==> src/rtl/core/ars_pkg.sv <==
`timescale 1ns / 1ps

package ars_pkg;

  localparam int unsigned MAX_PROCS = 1024;

  localparam int unsigned IDX_W = 10;
  localparam int unsigned CNT_W = 11;
  localparam int unsigned STG_W = 5;
  localparam int unsigned BLK_W = 10;

  typedef struct packed {
    logic start;
    logic emit_err;
    logic emit_dbl;
    logic gth_step;
  } ars_cmd_t;

  typedef struct packed {
    logic bad;
    logic dbl_more;
    logic dbl_last;
    logic gth_hit;
    logic gth_last;
    logic out_free;
  } ars_sts_t;

endpackage

==> src/rtl/core/ars_ctrl.sv <==
`timescale 1ns / 1ps

module ars_ctrl
  import ars_pkg::*;
(
  input  logic     clk,
  input  logic     rst_n,
  input  logic     in_valid,
  output logic     in_stall,
  input  ars_sts_t sts,
  output ars_cmd_t cmd
);

  localparam logic [1:0] ST_IDLE = 2'd0;
  localparam logic [1:0] ST_DBL  = 2'd1;
  localparam logic [1:0] ST_GTH  = 2'd2;

  logic [1:0] state_r;
  logic [1:0] state_nxt;

  always_comb begin
    state_nxt = state_r;
    cmd       = '0;
    unique case (state_r)
      ST_IDLE: begin
        if (in_valid) begin
          cmd.start = 1'b1;
          state_nxt = ST_DBL;
        end
      end
      ST_DBL: begin
        if (sts.out_free) begin
          if (sts.bad) begin
            cmd.emit_err = 1'b1;
            state_nxt    = ST_IDLE;
          end else begin
            cmd.emit_dbl = 1'b1;
            if (sts.dbl_last) begin
              state_nxt = ST_IDLE;
            end else if (!sts.dbl_more) begin
              state_nxt = ST_GTH;
            end
          end
        end
      end
      ST_GTH: begin
        if (!sts.gth_hit || sts.out_free) begin
          cmd.gth_step = 1'b1;
          if (sts.gth_hit && sts.gth_last) begin
            state_nxt = ST_IDLE;
          end
        end
      end
      default: begin
        state_nxt = ST_IDLE;
      end
    endcase
  end

  always_ff @(posedge clk) begin
    if (!rst_n) begin
      state_r <= ST_IDLE;
    end else begin
      state_r <= state_nxt;
    end
  end

  assign in_stall = (state_r != ST_IDLE);

endmodule

==> src/rtl/core/ars_datapath.sv <==
`timescale 1ns / 1ps

module ars_datapath
  import ars_pkg::*;
(
  input  logic             clk,
  input  logic             rst_n,
  input  logic [IDX_W-1:0] in_proc_index,
  input  logic [CNT_W-1:0] in_proc_count,
  input  ars_cmd_t         cmd,
  output ars_sts_t         sts,
  output logic             out_valid,
  input  logic             out_stall,
  output logic [STG_W-1:0] out_stage_number,
  output logic [STG_W-1:0] out_source_stage,
  output logic [STG_W-1:0] out_result_stage,
  output logic [BLK_W-1:0] out_step_size,
  output logic [BLK_W-1:0] out_block_offset,
  output logic [IDX_W-1:0] out_target_proc,
  output logic             out_last,
  output logic             out_error
);

  logic [IDX_W-1:0] index_r, index_nxt;
  logic [CNT_W-1:0] count_r, count_nxt;
  logic [CNT_W-1:0] p_r, p_nxt;
  logic [STG_W-1:0] stage_r, stage_nxt;
  logic [STG_W-1:0] gsrc_r, gsrc_nxt;
  logic [BLK_W-1:0] g_r, g_nxt;
  logic [CNT_W-1:0] covered_r, covered_nxt;
  logic [BLK_W-1:0] remain_r, remain_nxt;

  logic             ov_r, ov_nxt;
  logic [STG_W-1:0] o_stage_r, o_stage_nxt;
  logic [STG_W-1:0] o_src_r, o_src_nxt;
  logic [STG_W-1:0] o_res_r, o_res_nxt;
  logic [BLK_W-1:0] o_step_r, o_step_nxt;
  logic [BLK_W-1:0] o_off_r, o_off_nxt;
  logic [IDX_W-1:0] o_tgt_r, o_tgt_nxt;
  logic             o_last_r, o_last_nxt;
  logic             o_err_r, o_err_nxt;

  logic [CNT_W-1:0] sel_off;
  logic [CNT_W:0]   diff;
  logic [CNT_W:0]   wrapped;
  logic [IDX_W-1:0] target;
  logic [CNT_W-1:0] p_dbl;
  logic             gth_load;
  logic             load;

  assign p_dbl = {p_r[CNT_W-2:0], 1'b0};

  assign sts.bad      = (count_r < CNT_W'(2)) || ({1'b0, index_r} >= count_r) ||
                        (count_r > CNT_W'(MAX_PROCS));
  assign sts.dbl_more = ({p_r, 2'b00} <= {2'b00, count_r});
  assign sts.dbl_last = ({p_r, 1'b0} == {1'b0, count_r});
  assign sts.gth_hit  = |(remain_r & g_r);
  assign sts.gth_last = (remain_r == g_r);
  assign sts.out_free = !ov_r || !out_stall;

  assign gth_load = cmd.gth_step && sts.gth_hit;
  assign load     = cmd.emit_err || cmd.emit_dbl || gth_load;

  always_comb begin
    sel_off = cmd.emit_dbl ? p_r : covered_r;
    diff    = {2'b00, index_r} - {1'b0, sel_off};
    wrapped = diff + {1'b0, count_r};
    if ({1'b0, index_r} >= sel_off) begin
      target = diff[IDX_W-1:0];
    end else begin
      target = wrapped[IDX_W-1:0];
    end
  end

  always_comb begin
    index_nxt   = index_r;
    count_nxt   = count_r;
    p_nxt       = p_r;
    stage_nxt   = stage_r;
    gsrc_nxt    = gsrc_r;
    g_nxt       = g_r;
    covered_nxt = covered_r;
    remain_nxt  = remain_r;
    if (cmd.start) begin
      index_nxt = in_proc_index;
      count_nxt = in_proc_count;
      p_nxt     = CNT_W'(1);
      stage_nxt = '0;
    end
    if (cmd.emit_dbl) begin
      p_nxt       = p_dbl;
      stage_nxt   = stage_r + STG_W'(1);
      covered_nxt = p_dbl;
      remain_nxt  = BLK_W'(count_r - p_dbl);
      g_nxt       = p_r[BLK_W-1:0];
      gsrc_nxt    = stage_r;
    end
    if (cmd.gth_step) begin
      g_nxt    = g_r >> 1;
      gsrc_nxt = gsrc_r - STG_W'(1);
      if (sts.gth_hit) begin
        covered_nxt = covered_r + {1'b0, g_r};
        remain_nxt  = remain_r - g_r;
        stage_nxt   = stage_r + STG_W'(1);
      end
    end
  end

  always_comb begin
    o_stage_nxt = o_stage_r;
    o_src_nxt   = o_src_r;
    o_res_nxt   = o_res_r;
    o_step_nxt  = o_step_r;
    o_off_nxt   = o_off_r;
    o_tgt_nxt   = o_tgt_r;
    o_last_nxt  = o_last_r;
    o_err_nxt   = o_err_r;
    ov_nxt      = ov_r && out_stall;
    if (load) begin
      ov_nxt = 1'b1;
    end
    if (cmd.emit_err) begin
      o_stage_nxt = '0;
      o_src_nxt   = '0;
      o_res_nxt   = '0;
      o_step_nxt  = '0;
      o_off_nxt   = '0;
      o_tgt_nxt   = '0;
      o_last_nxt  = 1'b1;
      o_err_nxt   = 1'b1;
    end else if (cmd.emit_dbl) begin
      o_stage_nxt = stage_r;
      o_src_nxt   = stage_r;
      o_res_nxt   = stage_r + STG_W'(1);
      o_step_nxt  = p_r[BLK_W-1:0];
      o_off_nxt   = p_r[BLK_W-1:0];
      o_tgt_nxt   = target;
      o_last_nxt  = sts.dbl_last;
      o_err_nxt   = 1'b0;
    end else if (gth_load) begin
      o_stage_nxt = stage_r;
      o_src_nxt   = gsrc_r;
      o_res_nxt   = stage_r + STG_W'(1);
      o_step_nxt  = g_r;
      o_off_nxt   = covered_r[BLK_W-1:0];
      o_tgt_nxt   = target;
      o_last_nxt  = sts.gth_last;
      o_err_nxt   = 1'b0;
    end
  end

  always_ff @(posedge clk) begin
    if (!rst_n) begin
      ov_r <= 1'b0;
    end else begin
      ov_r <= ov_nxt;
    end
  end

  always_ff @(posedge clk) begin
    index_r   <= index_nxt;
    count_r   <= count_nxt;
    p_r       <= p_nxt;
    stage_r   <= stage_nxt;
    gsrc_r    <= gsrc_nxt;
    g_r       <= g_nxt;
    covered_r <= covered_nxt;
    remain_r  <= remain_nxt;
    o_stage_r <= o_stage_nxt;
    o_src_r   <= o_src_nxt;
    o_res_r   <= o_res_nxt;
    o_step_r  <= o_step_nxt;
    o_off_r   <= o_off_nxt;
    o_tgt_r   <= o_tgt_nxt;
    o_last_r  <= o_last_nxt;
    o_err_r   <= o_err_nxt;
  end

  assign out_valid        = ov_r;
  assign out_stage_number = o_stage_r;
  assign out_source_stage = o_src_r;
  assign out_result_stage = o_res_r;
  assign out_step_size    = o_step_r;
  assign out_block_offset = o_off_r;
  assign out_target_proc  = o_tgt_r;
  assign out_last         = o_last_r;
  assign out_error        = o_err_r;

endmodule

==> src/rtl/core/allreduce_stage_schedule.sv <==
// Channel | Direction | Fields
// in_     | input     | proc_index[9:0], proc_count[10:0]
// out_    | output    | stage_number, source_stage, result_stage, step_size,
//         |           | block_offset, target_proc, last, error
//
// One request is loaded, then the sequencer steps once per doubling stage and once
// per bit walked in the gather phase.
// A bad request (count below 2, index not below count, count above 1024)
// gives one error transaction after acceptance.
// The stage sequencer accepts a new request only when the previous one is done.
// Output stalls hold the result register and pause the sequencer whenever it has a transaction to issue.
// Reset is synchronous, active low, and clears the sequencer and out_valid.
`timescale 1ns / 1ps

module allreduce_stage_schedule
  import ars_pkg::*;
(
  input  logic             clk,
  input  logic             rst_n,
  input  logic             in_valid,
  output logic             in_stall,
  input  logic [IDX_W-1:0] in_proc_index,
  input  logic [CNT_W-1:0] in_proc_count,
  output logic             out_valid,
  input  logic             out_stall,
  output logic [STG_W-1:0] out_stage_number,
  output logic [STG_W-1:0] out_source_stage,
  output logic [STG_W-1:0] out_result_stage,
  output logic [BLK_W-1:0] out_step_size,
  output logic [BLK_W-1:0] out_block_offset,
  output logic [IDX_W-1:0] out_target_proc,
  output logic             out_last,
  output logic             out_error
);

  ars_cmd_t cmd;
  ars_sts_t sts;

  ars_ctrl u_ctrl (
    .clk      (clk),
    .rst_n    (rst_n),
    .in_valid (in_valid),
    .in_stall (in_stall),
    .sts      (sts),
    .cmd      (cmd)
  );

  ars_datapath u_dp (
    .clk              (clk),
    .rst_n            (rst_n),
    .in_proc_index    (in_proc_index),
    .in_proc_count    (in_proc_count),
    .cmd              (cmd),
    .sts              (sts),
    .out_valid        (out_valid),
    .out_stall        (out_stall),
    .out_stage_number (out_stage_number),
    .out_source_stage (out_source_stage),
    .out_result_stage (out_result_stage),
    .out_step_size    (out_step_size),
    .out_block_offset (out_block_offset),
    .out_target_proc  (out_target_proc),
    .out_last         (out_last),
    .out_error        (out_error)
  );

endmodule

==> config.mk <==
export PLATFORM = sky130hd
export DESIGN_NAME = allreduce_stage_schedule
export DESIGN_NICKNAME = d
export VERILOG_FILES = /design/src/rtl/core/ars_pkg.sv /design/src/rtl/core/ars_ctrl.sv /design/src/rtl/core/ars_datapath.sv /design/src/rtl/core/allreduce_stage_schedule.sv
export SDC_FILE = /design/constraint.sdc
export NUM_CORES = 1
export LEC_CHECK = 0
export BUFFER_PORTS_ARGS = -buffer_cell sky130_fd_sc_hd__buf_2
export CORE_ASPECT_RATIO = 0.75
export CORE_MARGIN = 2
export CORE_UTILIZATION = 35
export CTS_CLUSTER_DIAMETER = 120
export DETAILED_ROUTE_END_ITERATION = 10
export GPL_ROUTABILITY_DRIVEN = 0
export GPL_TIMING_DRIVEN = 0
export SYNTH_ARGS = -nofsm -noshare
export SYNTH_HDL_FRONTEND = slang
export SYNTH_HIERARCHICAL = 1
export SYNTH_SLANG_ARGS = --single-unit
==> constraint.sdc <==
create_clock -name clk -period 8.75 [get_ports clk]
set_input_delay 0 -clock clk [delete_from_list [all_inputs] [get_ports clk]]
set_output_delay 0 -clock clk [all_outputs]
set_load 0.1 [all_outputs]
==> results.cfg <==
[sta]
fin_hold_viols = 0
final_period_minus_worst_setup_slack_ps = 7460
timing.final.crit_share_pct = 85.26
rsz_0062_raised_after_global_routing = false
clock.fmax_ghz = 0.1340
worst_max_slew_pin_slew_ps = 992.8
final_max_slew_viol_count = 0
setup_slack_ps = 1290
fin_skew_ps = 8.698
slew-limit-headroom_pct = 33.20
timing.setup.tns_ps = 0
timing.final.setup_violations = 0

[clocking]
tritoncts_clock_tree = yes
hold_buffers = 24
clock_tree.root_cell = sky130_fd_sc_hd__clkbuf_16
cts.reportedPaths.clkPinSlew_ps = 60
cts-resized-gates = 0
clkLatencyLatePin_ps = 430
cts_htree_levels = 4
max-clock-path-buffers = 2
cts_buffers = 17
cts_sinks = 123
post-cts-setup-buffer-count = 0

[layout]
antenna_diode_count = 0
fin_util_pct = 43.55
fin_nets = 1047
drive_above_1_share_pct = 13.66
area_growth_syn_to_layout_pct = 20.95
final_design_area_no_fill_sq_um = 8901
fill_cells = 2020

[setup_path]
critical_path_peak_fanout = 10
timing.critical_path.to_type = flop
timing.critical_path.slowest_cell_delay_ps = 570
critPathRequiredTime_ps = 9090
critPathMostFrequentCell = sky130_fd_sc_hd__a21o_1
worst_setup_path_start_kind = flop
worst_path_max_delay_cell = sky130_fd_sc_hd__nor2_1
path_class = flop to flop
worst-endpoint-arrival_ps = 7800

[global_routing]
global_route.usage.total_pct = 20.41
maximum_number_of_pins_on_one_net_before_global_route_repair = 21
initial_antenna_violation_count = 0
grt_first_pass_wirelength_um = 33870
globalRouteOverflowTotal = 0
first_global_vias = 5999

[routing]
route.detailed.wl_per_inst_um = 17.80
firstDrtPassIters = 5
via_count = 6449
ant_nets = 0
drt_first_iter_violations = 566
drt-vias-per-instance = 5.226
finalWirelength_um = 21970
drt_drc_violations_left = 0

[synthesis]
synth_async_sr_flop_share_pct = 0
syn_inst = 822
post_synthesis_cell_area_sq_um = 7360
synthDominantAreaCellType = sky130_fd_sc_hd__dfxtp_1
synthesis.nets = 930
yosysSeqAreaShare_pct = 39.58
synth_flop_cell = sky130_fd_sc_hd__dfxtp_1
synthDominantCellAreaShare_pct = 21.22
synth.distinct_cells = 65
synth.avg_cell_area_sq_um = 8.953
number_of_flops_mapped_to_enable_cells_by_yosys = 45
synth.area.top_cells = sky130_fd_sc_hd__dfxtp_1 (21%), sky130_fd_sc_hd__edfxtp_1 (18%), sky130_fd_sc_hd__ha_1 (13%)
synth-warning-count = 6
count_of_state_elements_after_synthesis = 123

[pwr]
net-switching-power_uw = 1779
power.internal_uw = 1781
power_share_of_the_clock_group_pct = 18.9
cellPowerDensity_nw_per_um2 = 400.0
swShare_pct = 49.98
combinationalPowerShare_pct = 56.2
p_leak_uw = 0.003844
power.share.sequential_pct = 24.9
max_rail_drop_vdd_v = 0.0002335

[floorplan]
num_io_pins = 74
die-height_um = 129.6
floorplan.rows = 45
chipWidth_um = 171.4
starting_density_pct = 36.01
core_area_sq_um = 20440
dieArea_sq_um = 22220

[place]
numPortBuffers = 73
detailedPlacementHpwl_um = 16950
dpl_cell_area_sq_um = 8095
dpl_worst_slack_ps = 1424

[flow_run]
maxCapViolations = 0

[status]
run_status = complete, no violations

[min_path]
timing.hold.worst.class = input port to flop
-- final timing paths --
path,slack (ps),cells after the start,start,end
max,1290,30,u_dp/count_r[2]$_DFFE_PP_,u_dp/out_target_proc[9]$_SDFFE_PP0P_
min,30,5,in_valid,u_dp/p_r[0]$_SDFFE_PP0P_
max reg2reg,1290,30,u_dp/count_r[2]$_DFFE_PP_,u_dp/out_target_proc[9]$_SDFFE_PP0P_
min reg2reg,450,2,u_dp/out_block_offset[0]$_SDFFE_PP0P_,u_dp/out_block_offset[0]$_SDFFE_PP0P_
-- logic make-up (layout without fill, tap and decap cells) --
logic type,count (synthesis),count (layout),synth area share (%)
compound gates,204,204,17.10
xor+xnor,44,44,5.236
fa+ha+maj,83,83,14.62
buf+inv,82,212,4.386
flops,123,123,39.58
mux,10,10,1.394
simple gates,276,276,17.68
-- power groups by stage --
stage / Sequential [uW] / Combinational, uW / Clock (uW)
final: 886 / 2000 / 674
after global placement: 894 / 1960 / 0
after floorplan: 1430 / 1040 / 0
after detailed placement: 896 / 1970 / 0
after CTS: 886 / 1990 / 686
after global routing: 905 / 2170 / 712
-- through the flow --
step / std cells / power [uW] / hold slack (ps)
CTS: 1234 / 3560 / 18.84
detailed placement: 1178 / 2866 / 178.1
finish: 1234 / 3560 / 32.50
global route: 1234 / 3785 / 74.81
global placement: 1177 / 2850 / 177.8
floorplan: 822 / 2471 / 98.87
-- area by class of cell --
class	count	area (sq um)	share of cell area, %
Tap cell	282	352.8	3.964
Sequential cell	123	2913	32.72
Clock inverter	11	83.83	0.9418
Inverter	50	187.7	2.109
Clock buffer	21	481.7	5.412
Multi-Input combinational cell	617	4126	46.36
Timing Repair Buffer	98	620.6	6.972
Buffer	32	135.1	1.518
-- state kept, by name, summed over array words and instances (netlist names), 10 cells and up --
signal / flops
u_dp/index_r: 10
u_dp/out_step_size: 10
u_dp/out_target_proc: 10
u_dp/covered_r: 11
u_dp/count_r: 11
u_dp/g_r: 10
u_dp/remain_r: 10
u_dp/p_r: 11
u_dp/out_block_offset: 10
-- cell usage in the layout, fill, tap and decap left out, types with 7 or more instances in the layout --
cell type / instances
sky130_fd_sc_hd__a211oi_1: 19
sky130_fd_sc_hd__a21o_1: 14
sky130_fd_sc_hd__a21oi_1: 83
sky130_fd_sc_hd__buf_2: 79
sky130_fd_sc_hd__clkbuf_1: 23
sky130_fd_sc_hd__clkbuf_16: 18
sky130_fd_sc_hd__dfxtp_1: 78
sky130_fd_sc_hd__dlygate4sd3_1: 24
sky130_fd_sc_hd__edfxtp_1: 45
sky130_fd_sc_hd__ha_1: 78
sky130_fd_sc_hd__inv_1: 50
sky130_fd_sc_hd__mux2i_1: 8
sky130_fd_sc_hd__nand2_1: 76
sky130_fd_sc_hd__nand2b_1: 8
sky130_fd_sc_hd__nand3_1: 18
sky130_fd_sc_hd__nor2_1: 95
sky130_fd_sc_hd__nor2b_1: 17
sky130_fd_sc_hd__nor3_1: 22
sky130_fd_sc_hd__o21a_1: 7
sky130_fd_sc_hd__o21ai_0: 37
sky130_fd_sc_hd__xnor2_1: 29
sky130_fd_sc_hd__xor2_1: 15
-- critical path, delay by kind of cell, from the launching register on --
kind | cells | cell delay [ps]
compound gates | 14 | 2870
fa+ha+maj | 3 | 1100
flops | 1 | 500
simple gates | 6 | 1380
buf+inv | 4 | 810
xor+xnor | 3 | 730
-- per-layer routing --
metal | vias to the layer above | global-route usage (%) | share of wire, % | routed length (um)
li1 | 3150 | - | - | -
met1 | 3031 | 30.97 | 50 | 11090
met2 | 246 | 28.25 | 40 | 8836
met3 | 22 | 5.009 | 8.2 | 1801
met4 | 0 | 5.882 | 1.1 | 240
met5 | - | 0 | 0 | 0
-- synth_stat cells, types with 7 or more instances --
library cell               number
sky130_fd_sc_hd__nor2_1        96
sky130_fd_sc_hd__a21oi_1       83
sky130_fd_sc_hd__dfxtp_1       78
sky130_fd_sc_hd__ha_1          78
sky130_fd_sc_hd__nand2_1       76
sky130_fd_sc_hd__inv_1         50
sky130_fd_sc_hd__edfxtp_1      45
sky130_fd_sc_hd__o21ai_0       37
sky130_fd_sc_hd__xnor2_1       29
sky130_fd_sc_hd__clkbuf_1      22
sky130_fd_sc_hd__nor3_1        22
sky130_fd_sc_hd__a211oi_1      19
sky130_fd_sc_hd__nand3_1       18
sky130_fd_sc_hd__nor2b_1       17
sky130_fd_sc_hd__xor2_1        15
sky130_fd_sc_hd__a21o_1        14
sky130_fd_sc_hd__mux2i_1        8
sky130_fd_sc_hd__nand2b_1       8
sky130_fd_sc_hd__o21a_1         7
(Power assumes the default switching activity.)
